[config.mk]
export PLATFORM = sky130hd
export DESIGN_NAME = motor_pwm_duty_generator
export DESIGN_NICKNAME = d
export VERILOG_FILES = /design/src/design/mpdg_pkg.sv /design/src/design/mpdg_duty_conv.sv /design/src/design/mpdg_period_core.sv /design/src/design/motor_pwm_duty_generator.sv
export SDC_FILE = /design/constraint.sdc
export NUM_CORES = 1
export LEC_CHECK = 0
export ABC_CLOCK_PERIOD_IN_PS = 17250
export BUFFER_PORTS_ARGS = -buffer_cell sky130_fd_sc_hd__buf_2
export CAP_MARGIN = 10
export CORE_ASPECT_RATIO = 1.25
export CORE_MARGIN = 2
export CORE_UTILIZATION = 40
export CTS_CLUSTER_DIAMETER = 60
export CTS_CLUSTER_SIZE = 24
export DETAILED_ROUTE_END_ITERATION = 8
export GPL_ROUTABILITY_DRIVEN = 0
export SYNTH_ARGS = -nofsm -noshare
export SYNTH_HDL_FRONTEND = slang
export SYNTH_SLANG_ARGS = --single-unit
[constraint.sdc]
create_clock -name clk -period 17.25 [get_ports clk]
set_input_delay 2.5875 -clock clk [delete_from_list [all_inputs] [get_ports clk]]
set_output_delay 2.5875 -clock clk [all_outputs]
set_load 0.02 [all_outputs]
[src/design/mpdg_pkg.sv]
// mpdg_pkg: shared constants, period lookup and structs for the motor pwm duty generator
// no dependencies; used by every module under design/

package mpdg_pkg;

	// field widths fixed by the interface
	localparam int unsigned RATE_W  = 2;
	localparam int unsigned MASK_W  = 3;
	localparam int unsigned CODE_W  = 8;
	localparam int unsigned WIDTH_W = 6;
	localparam int unsigned LINES_W = 3;
	localparam int unsigned PCT_W   = 7;

	// default channel count for the top level parameter
	localparam int unsigned CHANNEL_COUNT_DEF = 3;

	// reset values of the configuration registers
	localparam logic [RATE_W-1:0] RATE_RESET = 2'd3;
	localparam logic [MASK_W-1:0] MASK_RESET = 3'd0;

	// register indexes on the configuration port
	localparam logic CFG_RATE = 1'b0;
	localparam logic CFG_MASK = 1'b1;

	// periods rounded from the switching frequencies, worked out at elaboration
	localparam int unsigned US_PER_SECOND = 1000000;
	localparam int unsigned FREQ_RATE0    = 53600;
	localparam int unsigned FREQ_RATE1    = 31250;
	localparam int unsigned FREQ_RATE2    = 20830;
	localparam int unsigned FREQ_START    = 21000;
	localparam int unsigned PERIOD_R0 = (US_PER_SECOND + FREQ_RATE0 / 2) / FREQ_RATE0;
	localparam int unsigned PERIOD_R1 = (US_PER_SECOND + FREQ_RATE1 / 2) / FREQ_RATE1;
	localparam int unsigned PERIOD_R2 = (US_PER_SECOND + FREQ_RATE2 / 2) / FREQ_RATE2;
	localparam int unsigned PERIOD_RS = (US_PER_SECOND + FREQ_START / 2) / FREQ_START;

	// duty arithmetic constants
	localparam int unsigned PCT_SCALE = 100;
	localparam int unsigned PCT_ROUND = 254;
	localparam int unsigned PCT_MAX   = 100;
	localparam int unsigned WID_ROUND = 50;
	// reciprocal of 100 scaled by 2^RECIP_SHIFT
	localparam int unsigned RECIP_SHIFT = 19;
	localparam int unsigned RECIP_100   = 5243;

	// rate select codes
	typedef enum logic [RATE_W-1:0] {
		RATE_FAST  = 2'd0,
		RATE_MID   = 2'd1,
		RATE_SLOW  = 2'd2,
		RATE_START = 2'd3
	} rate_t;

	// one input request as held in the input register
	typedef struct packed {
		logic              cmd;
		logic [CODE_W-1:0] duty_code;
	} item_t;

	// one result request
	typedef struct packed {
		logic [LINES_W-1:0] pwm_lines;
		logic               cycle_start;
		logic [WIDTH_W-1:0] pulse_width_us;
	} result_t;

	// period in microseconds for a rate select code
	function automatic logic [WIDTH_W-1:0] period_of(input logic [RATE_W-1:0] rate);
		logic [WIDTH_W-1:0] p;
		case (rate_t'(rate))
			RATE_FAST:  p = WIDTH_W'(PERIOD_R0);
			RATE_MID:   p = WIDTH_W'(PERIOD_R1);
			RATE_SLOW:  p = WIDTH_W'(PERIOD_R2);
			RATE_START: p = WIDTH_W'(PERIOD_RS);
			default:    p = WIDTH_W'(PERIOD_RS);
		endcase
		return p;
	endfunction

endpackage

[src/design/mpdg_duty_conv.sv]
// mpdg_duty_conv: turns an 8-bit duty code into a rounded pulse width for a given period
// depends on mpdg_pkg

module mpdg_duty_conv (
	input  logic [mpdg_pkg::CODE_W-1:0]  duty_code,
	input  logic [mpdg_pkg::WIDTH_W-1:0] period,
	output logic [mpdg_pkg::WIDTH_W-1:0] width
);

	logic [14:0]                       pct_num;
	logic [14:0]                       pct_sum;
	logic [6:0]                        pct_raw;
	logic [mpdg_pkg::PCT_W-1:0]        pct;
	logic [12:0]                       wid_num;
	logic [24:0]                       wid_prod;

	// percent rounded up: divide by 255 as (x + 1 + x/256) / 256
	assign pct_num = 15'(duty_code) * 15'(mpdg_pkg::PCT_SCALE) + 15'(mpdg_pkg::PCT_ROUND);
	assign pct_sum = pct_num + 15'd1 + 15'(pct_num[14:8]);
	assign pct_raw = pct_sum[14:8];

	// clamp at full duty
	assign pct = (pct_raw > 7'(mpdg_pkg::PCT_MAX)) ? 7'(mpdg_pkg::PCT_MAX) : pct_raw;

	// rounded width: divide by 100 through a scaled reciprocal
	assign wid_num  = 13'(period) * 13'(pct) + 13'(mpdg_pkg::WID_ROUND);
	assign wid_prod = 25'(wid_num) * 25'(mpdg_pkg::RECIP_100);
	assign width    = wid_prod[mpdg_pkg::RECIP_SHIFT +: mpdg_pkg::WIDTH_W];

endmodule

[src/design/mpdg_period_core.sv]
// mpdg_period_core: configuration registers, period counter, shadow and active width
// depends on mpdg_pkg and mpdg_duty_conv

module mpdg_period_core #(
	parameter int unsigned CHANNEL_COUNT = mpdg_pkg::CHANNEL_COUNT_DEF
) (
	input  logic                        clk,
	input  logic                        arst_n,
	input  logic                        cfg_we,
	input  logic                        cfg_index,
	input  logic [mpdg_pkg::MASK_W-1:0] cfg_data,
	input  logic                        advance,
	input  mpdg_pkg::item_t             item_s1,
	output mpdg_pkg::result_t           result
);

	logic [mpdg_pkg::RATE_W-1:0]  rate_q;
	logic [mpdg_pkg::MASK_W-1:0]  mask_q;
	logic [mpdg_pkg::WIDTH_W-1:0] tick_q;
	logic [mpdg_pkg::WIDTH_W-1:0] active_q;
	logic [mpdg_pkg::WIDTH_W-1:0] pending_q;

	logic [mpdg_pkg::WIDTH_W-1:0]  period;
	logic [mpdg_pkg::WIDTH_W-1:0]  new_width;
	logic [mpdg_pkg::WIDTH_W-1:0]  count;
	logic [mpdg_pkg::WIDTH_W:0]    count_inc;
	logic                          start;
	logic [mpdg_pkg::WIDTH_W-1:0]  active_next;
	logic [mpdg_pkg::WIDTH_W-1:0]  tick_next;
	logic [mpdg_pkg::LINES_W-1:0]  enabled;

	assign period = mpdg_pkg::period_of(rate_q);

	mpdg_duty_conv u_conv (
		.duty_code (item_s1.duty_code),
		.period    (period),
		.width     (new_width)
	);

	// channels beyond the configured count never drive
	always_comb begin
		for (int i = 0; i < mpdg_pkg::LINES_W; i++) begin
			enabled[i] = mask_q[i] && (i < CHANNEL_COUNT);
		end
	end

	// count position; a stale count past a shortened period restarts it
	assign count       = (tick_q >= period) ? '0 : tick_q;
	assign start       = (count == '0);
	assign active_next = start ? pending_q : active_q;
	assign count_inc   = {1'b0, count} + 7'd1;
	assign tick_next   = (count_inc >= {1'b0, period}) ? '0 : count_inc[mpdg_pkg::WIDTH_W-1:0];

	// result of the request in the input register
	always_comb begin
		if (item_s1.cmd) begin
			result.pwm_lines      = '0;
			result.cycle_start    = 1'b0;
			result.pulse_width_us = active_q;
		end else begin
			result.pwm_lines      = (count < active_next) ? enabled : '0;
			result.cycle_start    = start;
			result.pulse_width_us = active_next;
		end
	end

	// state update on config writes and processed requests
	always_ff @(posedge clk or negedge arst_n) begin
		if (!arst_n) begin
			rate_q    <= mpdg_pkg::RATE_RESET;
			mask_q    <= mpdg_pkg::MASK_RESET;
			tick_q    <= '0;
			active_q  <= '0;
			pending_q <= '0;
		end else begin
			if (cfg_we) begin
				case (cfg_index)
					mpdg_pkg::CFG_RATE: begin
						if (cfg_data[mpdg_pkg::RATE_W-1:0] != rate_q) begin
							rate_q    <= cfg_data[mpdg_pkg::RATE_W-1:0];
							pending_q <= '0;
						end
					end
					mpdg_pkg::CFG_MASK: mask_q <= cfg_data;
					default: ;
				endcase
			end else if (advance) begin
				if (item_s1.cmd) begin
					pending_q <= new_width;
				end else begin
					active_q <= active_next;
					tick_q   <= tick_next;
				end
			end
		end
	end

endmodule

[src/design/motor_pwm_duty_generator.sv]
// motor_pwm_duty_generator: top level with input register, output register and assertions
// depends on mpdg_pkg and mpdg_period_core

// Three-channel single-edge PWM driven by one request per microsecond tick. A request with
// cmd=0 advances the period counter and returns the channel levels for that tick; cmd=1
// converts duty_code to a pulse width that is loaded at the next period start. One request
// is accepted every clock cycle unless a result stalls on out_ready; each result goes from
// the input register, which holds the request, to the result register, which captures its
// result, and the result register lets the next request enter while a result still waits.
// rate_select (index 0) sets a 19, 32 or 48 us period and clears the pending width when it
// changes; channel_mask (index 1) enables channels. Write configuration only while no
// request is in flight.
module motor_pwm_duty_generator #(
	parameter int unsigned CHANNEL_COUNT = mpdg_pkg::CHANNEL_COUNT_DEF
) (
	input  logic                         clk,
	input  logic                         arst_n,
	input  logic                         cfg_we,
	input  logic                         cfg_index,
	input  logic [mpdg_pkg::MASK_W-1:0]  cfg_data,
	input  logic                         in_valid,
	output logic                         in_ready,
	input  logic                         cmd,
	input  logic [mpdg_pkg::CODE_W-1:0]  duty_code,
	output logic                         out_valid,
	input  logic                         out_ready,
	output logic [mpdg_pkg::LINES_W-1:0] pwm_lines,
	output logic                         cycle_start,
	output logic [mpdg_pkg::WIDTH_W-1:0] pulse_width_us
);

	logic               valid_s1;
	mpdg_pkg::item_t    item_s1;
	logic               out_valid_q;
	mpdg_pkg::result_t  result;
	mpdg_pkg::result_t  result_q;
	logic               advance;

	// request moves from input register to result register
	assign advance  = valid_s1 && (!out_valid_q || out_ready);
	assign in_ready = !valid_s1 || advance;

	// input register
	always_ff @(posedge clk or negedge arst_n) begin
		if (!arst_n) begin
			valid_s1 <= 1'b0;
		end else if (in_ready) begin
			valid_s1 <= in_valid;
		end
	end

	always_ff @(posedge clk) begin
		if (in_valid && in_ready) begin
			item_s1.cmd       <= cmd;
			item_s1.duty_code <= duty_code;
		end
	end

	mpdg_period_core #(
		.CHANNEL_COUNT (CHANNEL_COUNT)
	) u_core (
		.clk       (clk),
		.arst_n    (arst_n),
		.cfg_we    (cfg_we),
		.cfg_index (cfg_index),
		.cfg_data  (cfg_data),
		.advance   (advance),
		.item_s1   (item_s1),
		.result    (result)
	);

	// result register
	always_ff @(posedge clk or negedge arst_n) begin
		if (!arst_n) begin
			out_valid_q <= 1'b0;
		end else if (advance) begin
			out_valid_q <= 1'b1;
		end else if (out_ready) begin
			out_valid_q <= 1'b0;
		end
	end

	always_ff @(posedge clk) begin
		if (advance) begin
			result_q <= result;
		end
	end

	assign out_valid      = out_valid_q;
	assign pwm_lines      = result_q.pwm_lines;
	assign cycle_start    = result_q.cycle_start;
	assign pulse_width_us = result_q.pulse_width_us;

`ifndef SYNTHESIS
	// a zero pulse width never drives a line
	a_zero_width_low: assert property (@(posedge clk) disable iff (!arst_n)
		(out_valid && (pulse_width_us == '0)) |-> (pwm_lines == '0))
		else $error("pwm line high with zero pulse width");

	// width never exceeds the longest period
	a_width_range: assert property (@(posedge clk) disable iff (!arst_n)
		out_valid |-> (pulse_width_us <= 6'(mpdg_pkg::PERIOD_RS)))
		else $error("pulse width beyond period");

	// a held request and a stalled result block new requests
	a_stall_blocks: assert property (@(posedge clk) disable iff (!arst_n)
		(valid_s1 && out_valid && !out_ready) |-> !in_ready)
		else $error("request accepted while pipeline is full");

	// a taken result with a waiting request is replaced at the next edge
	a_refill: assert property (@(posedge clk) disable iff (!arst_n)
		(valid_s1 && out_ready) |=> out_valid)
		else $error("result register not refilled");
`endif

endmodule

# After elaboration in Yosys (flattened, before gate mapping)
# Cells that the tools add are included.
# W data, S select, Z words.
[totals]
regBits = 44
latch_bits = 0
mem_bits_rw = 0
romBits = 0
input_bits = 18
out_inout_bits = 12
wordCells = 64
n_memories = 0
[classes]
n_addsub = 5
mul = 3
div_mod_pow = 0
n_lt_le_gt_ge = 4
eq_ne = 6
n_shift = 0
mux = 13
bitwise = 4
reduce_logical = 17
[ops]
columns = ["cell", "count"]
rows = [
  ["$mux W6", 9],
  ["$mul A13 B13 Y25 const B", 1],
  ["$pmux W6 S3", 1],
  ["$add A15 B1 Y15 const B", 1],
  ["$add A15 B7 Y15", 1],
  ["$add A15 B8 Y15 const B", 1],
  ["$add A13 B6 Y13 const B", 1],
  ["$mul A6 B7 Y13", 1],
  ["$mul A8 B5 Y13 const B", 1],
  ["$add A6 B1 Y7 const B", 1],
  ["$ge A7 B6 Y1", 1],
  ["$gt A7 B7 Y1 const B", 1],
  ["$mux W7", 1],
  ["$ge A6 B6 Y1", 1],
  ["$logic_not A6 Y1", 1],
  ["$lt A6 B6 Y1", 1],
  ["$reduce_and A3 Y1", 2],
  ["$reduce_bool A2 Y1", 3],
  ["$eq A2 B2 Y1 const B", 2],
  ["$not A1 Y1", 4],
  ["$reduce_and A4 Y1", 1],
  ["$reduce_or A2 Y1", 2],
  ["$eq A2 B1 Y1 const B", 1],
  ["$logic_and A1 B1 Y1", 2],
  ["8 further kinds", 11],
]

# Depth between registers and ports, before layout
[logic_depth]
word_depth = 12
ltp_mapped = 62
ltp_nobuf = 61

# Cells and area by module
# A second synthesis with hierarchy kept.
[hier_totals]
cells_unflattened = 846
area_unflattened_um2 = 8171.6
[modules_own_cells]
columns = ["module", "n_inst", "cells_each", "area_each_um2", "seq_area_each_um2"]
rows = [
  ["mpdg_duty_conv", 1, 647, 5825.6, 0.0],
  ["mpdg_period_core", 1, 172, 1671.6, 578.1],
  ["motor_pwm_duty_generator", 1, 27, 674.4, 620.6],
]

# Worst setup path after synthesis
# OpenSTA, ideal clock, no wires.
[synth_path]
path_type = "reg-to-reg"
startpoint = "reg item_s1[2] (netlist name)"
endpoint = "reg u_core.pending_q[5] in the netlist's numbering"
setup_ns = 0.087
t_arrival_ns = 12.697
required_time_ns = 17.163
slack_ns = 4.466
path_stages_with_launch = 59
path_buffers = 0
synth_period_minus_slack_ns = 12.784
path_cell_list = "edfxtp_1 -> inv_1 -> ha_1 -> ha_1 -> ha_1 -> inv_1 -> fa_1 -> nand2b_2 -> a21oi_4 -> xor2_4 -> nand4_4 -> xnor2_1 -> ha_1 -> a21o_1 -> a21oi_1 -> a41oi_1 -> o31a_1 -> nand2b_1 -> [23 not listed] -> ha_1 -> fa_1 -> fa_1 -> inv_1 -> fa_1 -> inv_1 -> ha_1 -> nand2_1 -> nand2b_1 -> a21oi_1 -> nor2b_1 -> o21ai_0 -> nand2b_1 -> a21oi_1 -> o31a_1 -> o21ai_0 -> a311o_1 -> o211ai_1"
[synth_between]
elab_chain_cells = 12
[synth_rtl]
columns = ["item", "line_no", "text"]
rows = [
  ["$mul A8 B5 Y13 (*)", "mpdg_duty_conv.sv:18", "assign pct_num = 15'(duty_code) * 15'(mpdg_pkg::PCT_SCALE) + 15'(mpdg_pkg::PCT_ROUND);"],
  ["$add A15 B8 Y15 (*)", "mpdg_duty_conv.sv:18", ""],
  ["$add A15 B1 Y15", "mpdg_duty_conv.sv:19", "assign pct_sum = pct_num + 15'd1 + 15'(pct_num[14:8]);"],
  ["$add A15 B7 Y15 (*)", "mpdg_duty_conv.sv:19", ""],
  ["$gt A7 B7 Y1", "mpdg_duty_conv.sv:23", "assign pct = (pct_raw > 7'(mpdg_pkg::PCT_MAX)) ? 7'(mpdg_pkg::PCT_MAX) : pct_raw;"],
  ["$mux W7 (*)", "mpdg_duty_conv.sv:23", ""],
  ["$mul A6 B7 Y13 (*)", "mpdg_duty_conv.sv:26", "assign wid_num = 13'(period) * 13'(pct) + 13'(mpdg_pkg::WID_ROUND);"],
  ["$add A13 B6 Y13 (*)", "mpdg_duty_conv.sv:26", ""],
  ["$mul A13 B13 Y25 (*)", "mpdg_duty_conv.sv:27", "assign wid_prod = 25'(wid_num) * 25'(mpdg_pkg::RECIP_100);"],
  ["$mux W6 (*)", "mpdg_period_core.sv:88", "if (item_s1.cmd) begin"],
  ["$mux W6 (*)", "mpdg_period_core.sv:87", "end else if (advance) begin"],
  ["$mux W6 (*)", "mpdg_period_core.sv:76", "if (cfg_we) begin"],
  ["end signal, assigned", "mpdg_period_core.sv:89", "pending_q <= new_width;"],
  ["end, declared", "mpdg_period_core.sv:21", "logic [mpdg_pkg::WIDTH_W-1:0] pending_q;"],
]
# Every way passes the cells marked *; elsewhere a longest branch is shown, timed or not. The select of a mux whose other input is x is not followed.
# A chain may end at the register's enable or synchronous reset.

# Worst setup path in the final report
[layout_path]
startpoint = "reg item_s1[2] (netlist name)"
endpoint = "reg u_core.pending_q[5] in the netlist's numbering"
[layout_between]
elab_chain_cells = 12
[layout_rtl]
columns = ["item", "line_no"]
rows = [
  ["$mul A8 B5 Y13 (*)", "mpdg_duty_conv.sv:18"],
  ["$add A15 B8 Y15 (*)", "mpdg_duty_conv.sv:18"],
  ["$add A15 B1 Y15", "mpdg_duty_conv.sv:19"],
  ["$add A15 B7 Y15 (*)", "mpdg_duty_conv.sv:19"],
  ["$gt A7 B7 Y1", "mpdg_duty_conv.sv:23"],
  ["$mux W7 (*)", "mpdg_duty_conv.sv:23"],
  ["$mul A6 B7 Y13 (*)", "mpdg_duty_conv.sv:26"],
  ["$add A13 B6 Y13 (*)", "mpdg_duty_conv.sv:26"],
  ["$mul A13 B13 Y25 (*)", "mpdg_duty_conv.sv:27"],
  ["$mux W6 (*)", "mpdg_period_core.sv:88"],
  ["$mux W6 (*)", "mpdg_period_core.sv:87"],
  ["$mux W6 (*)", "mpdg_period_core.sv:76"],
]
# Marked as above.

==> results.sh <==
export IMPL_path_buf_inv=9
export IMPL_syn_nets=1077
export IMPL_start_util_pct=40.6
export IMPL_wl_per_cell_um=13.1
export IMPL_synthTopCellsByArea="ha_1, fa_1, inv_1"
export IMPL_final_area_sq_mm=0.00845
export IMPL_status="finished clean"
export IMPL_use_met1_pct=21.1
export IMPL_drive_gt1_share_pct=10.6
export IMPL_nFillCells=1896
export IMPL_r2r_cells=58
export IMPL_grt_use_met2_pct=27.3
export IMPL_multi_input_area_sq_mm=0.00596
export IMPL_cap_violations=0
export IMPL_ios=30
export IMPL_syn_area_per_cell_sq_um=9.58
export IMPL_synth_top_area_share_pct=28.2
export IMPL_startpoint_type="flop"
export IMPL_yosysTopAreaCell="ha_1"
export IMPL_cp_depth=58
export IMPL_htree_levels=2
export IMPL_yosysSeqAreaShare_pct=15.3
export IMPL_clkTransAtPathRegs_ps=70
export IMPL_nets=1107
export IMPL_busiest_layer="met2"
export IMPL_critPathKind="flop to flop"
export IMPL_fin_setup_tns_ps=0
export IMPL_clock_root_buffer="clkbuf_16"
export IMPL_die_y_um=161
export IMPL_finalHoldViolations=0
export IMPL_clk_latency_ps=290
export IMPL_worstMarginPinSlew_ps=915
export IMPL_cts_post_setup_buffers_inserted=0
export IMPL_overflow=0
export IMPL_synthCells=819
export IMPL_std_cell_rows=57
export IMPL_regArea_sq_mm=0.00120
export IMPL_num_vias=5382
export IMPL_clock_skew_ps=3.63
export IMPL_min_delay_path_class="flop to flop"
export IMPL_grt_max_degree=26
export IMPL_first_global_vias=5619
export IMPL_via_per_inst=4.83
export IMPL_period_share_pct=79.8
export IMPL_crit_family="adder cells"
export IMPL_hold_depth=1
export IMPL_slowest_delay_ps=560
export IMPL_crit_fanout=6
export IMPL_rsz0062_at_grt="no"
export IMPL_async_flop_share_pct=56.8
export IMPL_ys_seq_elements=44
export IMPL_fin_ws_ps=3490
export IMPL_dpl_hpwl_mm=12.8
export IMPL_crit_arrival_ps=13970
export IMPL_synth_edf_count=19
export IMPL_drt_iter0_drc=178
export IMPL_numPortBuffers=29
export IMPL_crit_required_ps=17460
export IMPL_ys_flop_type="dfrtp_1"
export IMPL_wirelength_mm=14.6
export IMPL_yosysWarnings=0
export IMPL_cts_hold_buf=0
export IMPL_whs_ps=498
export IMPL_cts_sinks=44
export IMPL_antenna_left=0
export IMPL_period_needed_ps=13760
export IMPL_crit_slowest_cell="fa_1"
export IMPL_placed_cell_area_sq_mm=0.00828
export IMPL_drcViolationCount=0
export IMPL_setup_viol=0
export IMPL_core_sq_mm=0.0193
export IMPL_grt_first_pass_wirelength_mm=26.5
export IMPL_yosysUniqueCellTypes=81
export IMPL_globalRouteMet3Util_pct=1.50
export IMPL_num_antenna_cells=0
export IMPL_clockBufferDepth=2
export IMPL_post_cts_resized=0
export IMPL_slew_viol_final=0
export IMPL_worst_slew_margin_rel_pct=38.6
export IMPL_die_w_um=129
export IMPL_worst_setup_path_end_kind="flop"
export IMPL_die_area_sq_mm=0.0208
export IMPL_cts_buffers=5
export IMPL_grtUsageTotal_pct=15.5
export IMPL_cts_tree="done"
export IMPL_max_freq_mhz=72.7
export IMPL_drt_first_pass_iters=6
export IMPL_syn_area_sq_mm=0.00785
export IMPL_synthToLayoutAreaGrowth_pct=7.75
export IMPL_antenna_found_initial=0
export IMPL_detailedPlace_worstSlack_ps=3550
-- routing by layer --
metal  wire (um)  part of all wire, %  vias to the layer above
li1            -                    -                     2794
met1        6770                   46                     2551
met2        7520                   52                       28
met3         162                  1.1                        9
met4         109                 0.75                        0
met5           0                    0                        -
-- cells by family (layout without fill, tap and decap cells) --
kind of cell             after synthesis  in the layout  share of synthesized area [%]
XOR/XNOR                              51             51                           6.22
AND/OR/NAND/NOR                      163            163                           11.2
multiplexers                          19             19                           2.62
adder cells (fa/ha/maj)              242            242                           44.6
AO/OA/AOI/OAI                        121            121                           11.3
buffers and inverters                179            210                           8.79
flip-flops                            44             44                           15.3
-- placed cells by master (no fill, tap or decap), types with 5 or more instances in the layout --
cell,count
a21o_1,11
a21oi_1,25
and2_1,9
and3_1,7
buf_2,29
clkbuf_16,5
dfrtp_1,23
edfxtp_1,19
fa_1,63
ha_1,177
inv_1,172
mux2_2,12
mux2i_1,7
nand2_1,42
nand2b_1,14
nor2_1,34
nor2b_1,5
nor3_1,12
o21a_1,8
o21ai_0,22
o21bai_1,8
or3_1,5
xnor2_1,34
xor2_1,13
-- stage by stage --
stage               util, %  instances
floorplan                 -        819
finish                 43.7       1115
global route           43.7       1115
global placement       42.9       1107
detailed placement     42.9       1107
CTS                    43.7       1115
-- cell type report --
type                            instances  area share [%]
Multi-Input combinational cell        596            70.5
Sequential cell                        44            14.2
Inverter                              173            7.68
Tap cell                              265            3.92
Timing Repair Buffer                   29            1.72
Clock buffer                            5            1.48
Clock inverter                          3           0.548
-- Yosys cell counts (3+ instances only) --
cell type and instances:
a41oi_1 3, xor2_1 13, nor3_1 12, clkbuf_1 4, nand4_1 3, and2_1 9
or3_1 5, nor2_2 4, nand3_1 4, o211ai_1 3, a21o_1 11, mux2i_1 7
o21bai_1 8, and3_1 7, a22o_1 3, nand2b_1 14, o21ai_0 22, nor2b_1 5
edfxtp_1 19, inv_1 172, xnor2_1 34, ha_1 177, nand2_1 42, dfrtp_1 23
o21a_1 8, mux2_2 12, a31oi_1 4, a21oi_1 25, fa_1 63, a211o_1 3
and3_2 3, nor2_1 34
-- path summary, 6_finish.rpt --
check	end	start	slack, ps
hold reg to reg	out_valid$_DFFE_PN0P_	valid_s1$_DFFE_PN0N_	500
max in group asynchronous	out_valid$_DFFE_PN0P_	arst_n	14570
min in group asynchronous	u_core.active_q[0]$_DFFE_PN0P_	arst_n	2300
setup reg to reg	u_core.pending_q[5]$_DFFE_PN0P_	item_s1[2]$_DFFE_PP_	3490
setup / recovery	u_core.pending_q[5]$_DFFE_PN0P_	item_s1[2]$_DFFE_PP_	3490
hold / removal	out_valid$_DFFE_PN0P_	valid_s1$_DFFE_PN0N_	500
-- sequential cells by signal, indices dropped and copies added (netlist names) --
name              cells
item_s1               9
pulse_width_us        6
u_core.active_q       6
u_core.pending_q      6
u_core.tick_q         6
pwm_lines             3
u_core.enabled        3
u_core.rate_q         2
cycle_start           1
out_valid             1
valid_s1              1
Power is left out: the tool's default activity adds up to more than one toggle a clock period on the data nets, which glitch-free logic cannot reach.
